==> config.mk <==
export PLATFORM = sky130hd
export DESIGN_NAME = midpoint_ellipse_rasterizer
export DESIGN_NICKNAME = d
export VERILOG_FILES = /design/src/rtl/mer_pkg.sv /design/src/rtl/midpoint_ellipse_rasterizer.sv /design/src/rtl/mer_ctrl.sv /design/src/rtl/mer_dp.sv
export SDC_FILE = /design/constraint.sdc
export NUM_CORES = 2
export LEC_CHECK = 0
export BUFFER_PORTS_ARGS = -buffer_cell sky130_fd_sc_hd__buf_2
export CORE_MARGIN = 5
export CORE_UTILIZATION = 60
export CTS_CLUSTER_SIZE = 20
export DETAILED_ROUTE_END_ITERATION = 6
export HOLD_SLACK_MARGIN = 0.03
export PLACE_DENSITY = 0.76
export SYNTH_ARGS = -nofsm -noshare
export SYNTH_HDL_FRONTEND = slang
export SYNTH_SLANG_ARGS = --single-unit
==> constraint.sdc <==
create_clock -name i_clk -period 8.7 [get_ports i_clk]
set_input_delay 0.87 -clock i_clk [delete_from_list [all_inputs] [get_ports i_clk]]
set_output_delay 0.87 -clock i_clk [all_outputs]
set_load 0.05 [all_outputs]
==> src/rtl/mer_pkg.sv <==
// Shared constants, codes and controller/datapath interface types for the
// midpoint ellipse rasterizer. No dependencies.
package mer_pkg;

    localparam int COORD_BITS  = 12;
    localparam int RADIUS_BITS = 10;
    localparam int OUT_W       = COORD_BITS + 1;
    localparam int SQ_W        = 2 * RADIUS_BITS;
    localparam int CUBE_W      = 3 * RADIUS_BITS;
    // Decision, edge increments and implicit function value, all exact.
    localparam int DEC_W       = 4 * RADIUS_BITS + 4;
    localparam int SUM_W       = (OUT_W > RADIUS_BITS + 1) ? OUT_W : RADIUS_BITS + 1;
    localparam logic [RADIUS_BITS-1:0] X_MAX = {RADIUS_BITS{1'b1}};

    typedef enum logic [0:0] {
        CMD_START = 1'b0,
        CMD_STEP  = 1'b1
    } t_command;

    typedef enum logic [8:0] {
        OP_NONE   = 9'b000000001,
        OP_LOAD   = 9'b000000010,
        OP_SQR    = 9'b000000100,
        OP_CUBE   = 9'b000001000,
        OP_DINIT  = 9'b000010000,
        OP_STEPA  = 9'b000100000,
        OP_ENTER1 = 9'b001000000,
        OP_ENTER2 = 9'b010000000,
        OP_STEPB  = 9'b100000000
    } t_op;

    typedef struct packed {
        t_op  op;
        logic emit;
    } t_cmd;

    typedef struct packed {
        logic active;
        logic need_enter;
        logic out_free;
    } t_sts;

endpackage

==> src/rtl/midpoint_ellipse_rasterizer.sv <==
// Midpoint ellipse rasterizer top level: sequencer plus datapath. Uses mer_pkg.
// Start request: load, square, cube and decision init. Step request: the two step
// halves, with the two region-entry operations before them on the step that enters
// the second region; a step with no ellipse running only loads. One request is taken
// at a time, one operation a cycle; a receiver holding a result stalls the next.
// Reset: synchronous, active low; idle with no ellipse and no pending result.
module midpoint_ellipse_rasterizer (
    input  logic                                   i_clk,
    input  logic                                   i_rst_n,
    input  logic                                   i_in_valid,
    output logic                                   o_in_ready,
    input  logic                                   i_command,
    input  logic signed [mer_pkg::COORD_BITS-1:0]  i_center_x,
    input  logic signed [mer_pkg::COORD_BITS-1:0]  i_center_y,
    input  logic        [mer_pkg::RADIUS_BITS-1:0] i_radius_x,
    input  logic        [mer_pkg::RADIUS_BITS-1:0] i_radius_y,
    output logic                                   o_out_valid,
    input  logic                                   i_out_ready,
    output logic                                   o_point_valid,
    output logic signed [mer_pkg::OUT_W-1:0]       o_x_minus,
    output logic signed [mer_pkg::OUT_W-1:0]       o_x_plus,
    output logic signed [mer_pkg::OUT_W-1:0]       o_y_minus,
    output logic signed [mer_pkg::OUT_W-1:0]       o_y_plus,
    output logic                                   o_last_step
);
    import mer_pkg::*;

    t_cmd cmd;
    t_sts sts;

    // Sequencer.
    mer_ctrl u_ctrl (
        .i_clk      (i_clk),
        .i_rst_n    (i_rst_n),
        .i_in_valid (i_in_valid),
        .i_command  (i_command),
        .i_sts      (sts),
        .o_in_ready (o_in_ready),
        .o_cmd      (cmd)
    );

    // Datapath.
    mer_dp u_dp (
        .i_clk         (i_clk),
        .i_rst_n       (i_rst_n),
        .i_cmd         (cmd),
        .o_sts         (sts),
        .i_command     (i_command),
        .i_center_x    (i_center_x),
        .i_center_y    (i_center_y),
        .i_radius_x    (i_radius_x),
        .i_radius_y    (i_radius_y),
        .o_out_valid   (o_out_valid),
        .i_out_ready   (i_out_ready),
        .o_point_valid (o_point_valid),
        .o_x_minus     (o_x_minus),
        .o_x_plus      (o_x_plus),
        .o_y_minus     (o_y_minus),
        .o_y_plus      (o_y_plus),
        .o_last_step   (o_last_step)
    );

    // A result is never written over one that is still waiting.
    a_no_overwrite: assert property (@(posedge i_clk) disable iff (!i_rst_n)
        cmd.emit |-> (!o_out_valid || i_out_ready))
        else $error("result register overwritten while full");

    // An accepted request keeps the sequencer busy in the next cycle.
    a_busy_after_accept: assert property (@(posedge i_clk) disable iff (!i_rst_n)
        (i_in_valid && o_in_ready) |=> !o_in_ready)
        else $error("request accepted while previous one still in work");

    // The final step flag only comes with real points.
    a_last_has_points: assert property (@(posedge i_clk) disable iff (!i_rst_n)
        (o_out_valid && o_last_step) |-> o_point_valid)
        else $error("last step flagged without valid points");

    // A request with no ellipse running reads as all zeros.
    a_idle_zero: assert property (@(posedge i_clk) disable iff (!i_rst_n)
        (o_out_valid && !o_point_valid) |->
            (o_x_minus == '0 && o_x_plus == '0 && o_y_minus == '0 && o_y_plus == '0))
        else $error("idle result carries nonzero coordinates");

endmodule

==> src/rtl/mer_ctrl.sv <==
// Sequencer for the midpoint ellipse rasterizer: walks each request through
// its datapath operations. Depends on mer_pkg.
module mer_ctrl (
    input  logic              i_clk,
    input  logic              i_rst_n,
    input  logic              i_in_valid,
    input  logic              i_command,
    input  mer_pkg::t_sts     i_sts,
    output logic              o_in_ready,
    output mer_pkg::t_cmd     o_cmd
);
    import mer_pkg::*;

    typedef enum logic [7:0] {
        S_IDLE   = 8'b00000001,
        S_SQR    = 8'b00000010,
        S_CUBE   = 8'b00000100,
        S_DINIT  = 8'b00001000,
        S_STEPA  = 8'b00010000,
        S_ENTER2 = 8'b00100000,
        S_STEPB  = 8'b01000000,
        S_DONE   = 8'b10000000
    } t_state;

    t_state r_state;
    t_state n_state;

    assign o_in_ready = (r_state == S_IDLE);

    // Next state and the operation issued to the datapath in this cycle.
    always_comb begin
        n_state    = r_state;
        o_cmd.op   = OP_NONE;
        o_cmd.emit = 1'b0;
        unique case (r_state)
            S_IDLE: begin
                if (i_in_valid) begin
                    o_cmd.op = OP_LOAD;
                    if (i_command == CMD_START) begin
                        n_state = S_SQR;
                    end else if (i_sts.active) begin
                        n_state = S_STEPA;
                    end else begin
                        n_state = S_DONE;
                    end
                end
            end
            S_SQR: begin
                o_cmd.op = OP_SQR;
                n_state  = S_CUBE;
            end
            S_CUBE: begin
                o_cmd.op = OP_CUBE;
                n_state  = S_DINIT;
            end
            S_DINIT: begin
                o_cmd.op = OP_DINIT;
                n_state  = S_DONE;
            end
            S_STEPA: begin
                if (i_sts.need_enter) begin
                    o_cmd.op = OP_ENTER1;
                    n_state  = S_ENTER2;
                end else begin
                    o_cmd.op = OP_STEPA;
                    n_state  = S_STEPB;
                end
            end
            S_ENTER2: begin
                o_cmd.op = OP_ENTER2;
                n_state  = S_STEPA;
            end
            S_STEPB: begin
                o_cmd.op = OP_STEPB;
                n_state  = S_DONE;
            end
            S_DONE: begin
                if (i_sts.out_free) begin
                    o_cmd.emit = 1'b1;
                    n_state    = S_IDLE;
                end
            end
            default: begin
                n_state = S_IDLE;
            end
        endcase
    end

    // State register.
    always_ff @(posedge i_clk) begin
        if (!i_rst_n) begin
            r_state <= S_IDLE;
        end else begin
            r_state <= n_state;
        end
    end

endmodule

==> src/rtl/mer_dp.sv <==
// Datapath of the midpoint ellipse rasterizer: geometry, incremental decision
// arithmetic and the output register. Depends on mer_pkg.
module mer_dp (
    input  logic                                i_clk,
    input  logic                                i_rst_n,
    input  mer_pkg::t_cmd                       i_cmd,
    output mer_pkg::t_sts                       o_sts,
    input  logic                                i_command,
    input  logic signed [mer_pkg::COORD_BITS-1:0]  i_center_x,
    input  logic signed [mer_pkg::COORD_BITS-1:0]  i_center_y,
    input  logic        [mer_pkg::RADIUS_BITS-1:0] i_radius_x,
    input  logic        [mer_pkg::RADIUS_BITS-1:0] i_radius_y,
    output logic                                o_out_valid,
    input  logic                                i_out_ready,
    output logic                                o_point_valid,
    output logic signed [mer_pkg::OUT_W-1:0]    o_x_minus,
    output logic signed [mer_pkg::OUT_W-1:0]    o_x_plus,
    output logic signed [mer_pkg::OUT_W-1:0]    o_y_minus,
    output logic signed [mer_pkg::OUT_W-1:0]    o_y_plus,
    output logic                                o_last_step
);
    import mer_pkg::*;

    // Geometry and position.
    logic signed [COORD_BITS-1:0]  r_cx;
    logic signed [COORD_BITS-1:0]  r_cy;
    logic        [RADIUS_BITS-1:0] r_rx;
    logic        [RADIUS_BITS-1:0] r_x;
    logic        [RADIUS_BITS-1:0] r_y;
    logic        [SQ_W-1:0]        r_a2;
    logic        [SQ_W-1:0]        r_b2;
    // px = 8*b2*x, py = 8*a2*y, q = b2*x^2 + a2*y^2 - a2*b2, dec = decision.
    logic signed [DEC_W-1:0]       r_px;
    logic signed [DEC_W-1:0]       r_py;
    logic signed [DEC_W-1:0]       r_q;
    logic signed [DEC_W-1:0]       r_dec;
    logic                          r_active;
    logic                          r_reg2;
    logic                          r_pv;
    logic                          r_last;
    // Branch taken in the first half of a step, used by the second half.
    logic                          r_r1;
    logic                          r_addpx;
    logic                          r_dy;
    // Output register.
    logic                          r_out_valid;
    logic                          r_o_pv;
    logic                          r_o_last;
    logic        [OUT_W-1:0]       r_o_xm;
    logic        [OUT_W-1:0]       r_o_xp;
    logic        [OUT_W-1:0]       r_o_ym;
    logic        [OUT_W-1:0]       r_o_yp;

    logic        [CUBE_W-1:0]      cube;
    logic signed [DEC_W-1:0]       a2_e;
    logic signed [DEC_W-1:0]       b2_e;
    logic signed [DEC_W-1:0]       a2x4;
    logic signed [DEC_W-1:0]       b2x4;
    logic signed [DEC_W-1:0]       a2x8;
    logic signed [DEC_W-1:0]       b2x8;
    logic signed [DEC_W-1:0]       n_dec;
    logic                          d_neg;
    logic                          d_pos;
    logic                          r1_test;
    logic                          bx;
    logic                          dy;
    logic signed [SUM_W-1:0]       cx_e;
    logic signed [SUM_W-1:0]       cy_e;
    logic signed [SUM_W-1:0]       x_e;
    logic signed [SUM_W-1:0]       y_e;
    logic signed [SUM_W-1:0]       xm;
    logic signed [SUM_W-1:0]       xp;
    logic signed [SUM_W-1:0]       ym;
    logic signed [SUM_W-1:0]       yp;

    // Scaled squared radii as signed decision-width terms.
    assign a2_e = $signed({{(DEC_W - SQ_W){1'b0}}, r_a2});
    assign b2_e = $signed({{(DEC_W - SQ_W){1'b0}}, r_b2});
    assign a2x4 = a2_e <<< 2;
    assign b2x4 = b2_e <<< 2;
    assign a2x8 = a2_e <<< 3;
    assign b2x8 = b2_e <<< 3;
    assign cube = CUBE_W'(r_a2) * CUBE_W'(r_y);

    // Region one holds while b2*x < a2*y, compared on the scaled increments.
    assign d_neg   = r_dec[DEC_W-1];
    assign d_pos   = !d_neg && (r_dec != '0);
    assign r1_test = !r_reg2 && (r_px < r_py);
    assign bx      = r1_test ? 1'b1 : !d_pos;
    assign dy      = r1_test ? !d_neg : 1'b1;

    // Second half of a step: decision update from the new increments.
    assign n_dec = r_dec + (r_r1 ? b2x4 : a2x4) + (r_addpx ? r_px : '0)
                   - (r_dy ? r_py : '0);

    assign o_sts.active     = r_active;
    assign o_sts.need_enter = !r_reg2 && !(r_px < r_py);
    assign o_sts.out_free   = !r_out_valid || i_out_ready;

    // Mirrored coordinates, wrapped to the output width.
    assign cx_e = SUM_W'(r_cx);
    assign cy_e = SUM_W'(r_cy);
    assign x_e  = $signed({{(SUM_W - RADIUS_BITS){1'b0}}, r_x});
    assign y_e  = $signed({{(SUM_W - RADIUS_BITS){1'b0}}, r_y});
    assign xm   = cx_e - x_e;
    assign xp   = cx_e + x_e;
    assign ym   = cy_e - y_e;
    assign yp   = cy_e + y_e;

    // Control flags.
    always_ff @(posedge i_clk) begin
        if (!i_rst_n) begin
            r_active <= 1'b0;
            r_reg2   <= 1'b0;
        end else begin
            unique case (i_cmd.op)
                OP_LOAD: begin
                    if (i_command == CMD_START) begin
                        r_active <= (i_radius_y != '0);
                        r_reg2   <= 1'b0;
                    end
                end
                OP_STEPA: begin
                    if (dy && (r_y == RADIUS_BITS'(1))) begin
                        r_active <= 1'b0;
                    end
                end
                OP_ENTER2: begin
                    r_reg2 <= 1'b1;
                end
                default: begin
                end
            endcase
        end
    end

    // Geometry, increments and decision.
    always_ff @(posedge i_clk) begin
        unique case (i_cmd.op)
            OP_LOAD: begin
                if (i_command == CMD_START) begin
                    r_cx   <= i_center_x;
                    r_cy   <= i_center_y;
                    r_rx   <= i_radius_x;
                    r_x    <= '0;
                    r_y    <= i_radius_y;
                    r_px   <= '0;
                    r_q    <= '0;
                    r_pv   <= 1'b1;
                    r_last <= (i_radius_y == '0);
                end else begin
                    r_pv   <= r_active;
                    r_last <= 1'b0;
                end
            end
            OP_SQR: begin
                r_a2 <= SQ_W'(r_rx) * SQ_W'(r_rx);
                r_b2 <= SQ_W'(r_y) * SQ_W'(r_y);
            end
            OP_CUBE: begin
                r_py <= $signed({{(DEC_W - CUBE_W - 3){1'b0}}, cube, 3'b000});
            end
            OP_DINIT: begin
                r_dec <= b2x4 - (r_py >>> 1) + a2_e;
            end
            OP_STEPA: begin
                r_r1    <= r1_test;
                r_addpx <= bx;
                r_dy    <= dy;
                r_last  <= dy && (r_y == RADIUS_BITS'(1));
                if (bx && (r_x != X_MAX)) begin
                    r_x  <= r_x + RADIUS_BITS'(1);
                    r_px <= r_px + b2x8;
                    r_q  <= r_q + (r_px >>> 2) + b2_e;
                end
                if (dy) begin
                    r_y  <= r_y - RADIUS_BITS'(1);
                    r_py <= r_py - a2x8;
                end
            end
            OP_ENTER1: begin
                r_dec <= (r_q <<< 2) + (r_px >>> 1) + b2_e;
            end
            OP_ENTER2: begin
                r_dec <= r_dec + a2x4 - r_py;
            end
            OP_STEPB: begin
                r_dec <= n_dec;
                if (r_dy) begin
                    r_q <= r_q - a2_e - (r_py >>> 2);
                end
            end
            OP_NONE: begin
            end
            default: begin
            end
        endcase
    end

    // Output register valid.
    always_ff @(posedge i_clk) begin
        if (!i_rst_n) begin
            r_out_valid <= 1'b0;
        end else if (i_cmd.emit) begin
            r_out_valid <= 1'b1;
        end else if (i_out_ready) begin
            r_out_valid <= 1'b0;
        end
    end

    // Output register payload; a request that finds no ellipse reads as zeros.
    always_ff @(posedge i_clk) begin
        if (i_cmd.emit) begin
            r_o_pv   <= r_pv;
            r_o_last <= r_pv && r_last;
            r_o_xm   <= r_pv ? xm[OUT_W-1:0] : '0;
            r_o_xp   <= r_pv ? xp[OUT_W-1:0] : '0;
            r_o_ym   <= r_pv ? ym[OUT_W-1:0] : '0;
            r_o_yp   <= r_pv ? yp[OUT_W-1:0] : '0;
        end
    end

    assign o_out_valid   = r_out_valid;
    assign o_point_valid = r_o_pv;
    assign o_last_step   = r_o_last;
    assign o_x_minus     = $signed(r_o_xm);
    assign o_x_plus      = $signed(r_o_xp);
    assign o_y_minus     = $signed(r_o_ym);
    assign o_y_plus      = $signed(r_o_yp);

endmodule

==> impl_metrics.py <==
metrics = {
    "outcome": {
        "outcome": "finished with violations",
        "violations": "DRC",
    },
    "sta": {
        "clock_skew_ns": 0.0306,
        "slew_violations": 0,
        "period_minus_slack_ns": 6.80,
        "rsz0062_at_grt": "false",
        "slew_headroom_pct": 16.9,
        "fmax_mhz": 147,
        "setup_ws_ns": 1.90,
        "tns_ns": 0,
        "worst_pin_slew_ns": 1.24,
        "finalSetupViolCount": 0,
        "fin_crit_sh_pct": 78.1,
        "hold_violations": 0,
    },
    "placement": {
        "gp_congestion": 0.995,
        "dpl.hpwl_um": 115000,
        "place_area_mm2": 0.0481,
        "place_ws_ns": 1.99,
        "portBuffers": 104,
    },
    "clock_network": {
        "cts_buffers": 44,
        "cts_buffer_depth": 3,
        "clk_latency_ns": 0.61,
        "holdBufCountCts": 0,
        "cts-root-buf": "clkbuf_16",
        "h-tree-depth": 2,
        "cts_setup_buffers": 0,
        "numClockSinks": 328,
        "cts.clk_slew.worst_paths_ns": 0.07,
        "cts_resized": 0,
        "cts_tree": "yes",
    },
    "power": {
        "ir_worst_vdd_v": 0.000703,
        "power_mw": 14.6,
        "power_density_mw_per_mm2": 294,
        "leakage_nw": 23.5,
    },
    "drt": {
        "drtAntennaViolNets": 0,
        "drt_iter0_drc": 3215,
        "drt-pass1-iter-count": 7,
        "wirelength_um": 143000,
        "routedWlPerCell_um": 22.6,
        "vias_per_cell": 6.21,
        "drt_drc_violations_left": 1,
        "vias": 39200,
    },
    "logic_synthesis": {
        "ys_ff_latch": 328,
        "mappedNetlistNets": 6250,
        "yosysTopAreaCellShare_pct": 20.5,
        "syn-cell-area_mm2": 0.0464,
        "synth_flop_cell": "edfxtp_1",
        "yosysTopAreaCell": "edfxtp_1",
        "synth_edf_count": 317,
        "ys_top_cells_by_count": "inv_1, ha_1, nor2_1, nand2_1, fa_1",
        "post_synth_num_cell_types": 92,
        "synth_area_per_cell_um2": 8.94,
        "yosys_warnings": 0,
        "netlist_top_cells_area": "edfxtp_1, ha_1, fa_1",
        "syn-instance-count": 5191,
        "synth.most_common_cell": "inv_1",
        "yosysSeqAreaShare_pct": 21.0,
        "async_flop_share_pct": 0,
    },
    "global_route": {
        "grt.busiest_layer": "met2",
        "use_met2_pct": 56.2,
        "grt_overflow": 0,
        "gr-usage-met3_pct": 6.80,
        "grt_pass1_vias": 39900,
        "grt_pass1_wl_um": 221000,
        "grt_max_degree": 70,
        "antenna_found_initial": 4,
        "grtUsageMet1_pct": 40.3,
        "grt.total_usage_pct": 34.0,
    },
    "layout": {
        "layout.nets": 6305,
        "final_core_util_pct": 64.2,
        "num_antenna_cells": 0,
        "stdcell_area_mm2": 0.0495,
        "area_delta_synth_final_pct": 6.70,
        "drive_gt1_share_pct": 5.32,
    },
    "critical_path": {
        "cpMostUsedCell": "fa_1",
        "cpPeakStageDelay_ns": 0.58,
        "path_buf_inv": 4,
        "critPathArrivalTime_ns": 7.22,
        "crit_family": "adder cells",
        "criticalPathCategory": "flip-flop to flip-flop",
        "path_max_fanout": 16,
        "end_kind": "flip-flop",
        "crit_slowest_cell": "edfxtp_1",
        "worstSetupStartpointType": "flip-flop",
        "crit_chain": "inv_1 -> buf_4 -> nor2_1 -> fa_1 -> fa_1 -> fa_1 -> fa_1 -> inv_1 -> fa_1 -> inv_1 -> ha_1 -> a211oi_1 -> a21oi_1 -> nor2b_1 -> o21ai_0 -> a31oi_1 -> a31o_2 -> a21o_1 -> a2111oi_0 -> a31oi_1 -> o211ai_1",
        "required_ns": 9.12,
    },
    "floorplan": {
        "start_util_pct": 60.2,
        "io_pins": 105,
        "fp.coreArea_mm2": 0.0771,
        "die_h_um": 288,
        "fp-row-count": 102,
        "die_area_mm2": 0.0830,
        "die_w_um": 288,
    },
    "job": {
        "drv_cap": 0,
    },
    "worst_hold_path": {
        "hp-class": "input port to flip-flop",
    },
}
worst paths after layout:
path	startpoint	to	slack [ns]	depth (start not counted)
worst max-delay path	u_dp.r_y[4]	u_dp.r_py[31]	1.90	21
worst max register to register	u_dp.r_y[4]	u_dp.r_py[31]	1.90	21
worst min register to register	u_dp.o_out_valid	u_dp.o_out_valid	0.53	2
worst min-delay path	i_radius_x[4]	u_dp.r_rx[4]	0.45	1
registers in the layout, indices dropped and copies added (netlist names), 13 cells and up:
register,flops
u_dp.r_a2,19
u_dp.r_b2,19
u_dp.r_q,42
u_dp.o_y_plus,13
u_dp.r_dec,44
u_dp.r_py,41
u_dp.o_x_minus,13
u_dp.r_px,41
where the power goes:
part	switching, mW	internal (mW)
Clock	0.794	1.10
Combinational	5.97	4.22
Sequential	0.224	2.26
Total	6.99	7.58
stage by stage:
step	hold WS [ns]	cells
final	0.448	6320
after global routing	0.445	6320
after CTS	0.429	6320
after detailed placement	0.524	6240
after global placement	0.524	6240
after floorplan	0.448	5191
logic make-up after synthesis:
family | after synthesis | share of synthesized area (%)
buffers and inverters | 884 | 7.19
AOI/OAI and AO/OA | 1196 | 16.7
adders and majority gates | 1010 | 33.4
DFF | 328 | 21.0
xor gates and xnor gates | 392 | 7.40
and+or+nand+nor | 1362 | 13.9
muxes | 19 | 0.421
routing by layer:
layer	share of wire [%]	wire, µm
met1	37	52900
met2	46	66200
met3	8.6	12300
met4	8.1	11600
met5	0.034	48
worst register-to-register path: cells and delay by family (launching register included):
kind            cells  cell delay, ns
compound gates      9            1.96
fa+ha+maj           6            2.90
buf+inv             4            0.96
flops               1            0.58
simple gates        2            0.24
area by class of cell:
cell class	instances	area (µm²)
tap	1040	1300
sequential	328	9740
clock buffer	57	1240
clock inverter	23	218
timing repair buffer	141	798
inverter	752	2820
multi-input combinational	3979	33400
fill	6537	27600
cell usage in the layout (no fill, tap or decap), drive strengths merged, types with 41 or more instances in the layout:
| master | instances |
|---|---|
| nand3 | 75 |
| ha | 628 |
| o21a | 57 |
| nand2 | 399 |
| clkbuf | 57 |
| fa | 382 |
| a21oi | 348 |
| o22ai | 53 |
| buf | 141 |
| nor3 | 84 |
| and2 | 85 |
| nand2b | 41 |
| and3 | 43 |
| o21ai | 228 |
| o21bai | 59 |
| nand4 | 45 |
| nor2 | 410 |
| inv | 744 |
| xor2 | 127 |
| nor2b | 52 |
| xnor2 | 265 |
| a21o | 162 |
| edfxtp | 317 |
No activity file was read; power rests on OpenSTA's default activity.
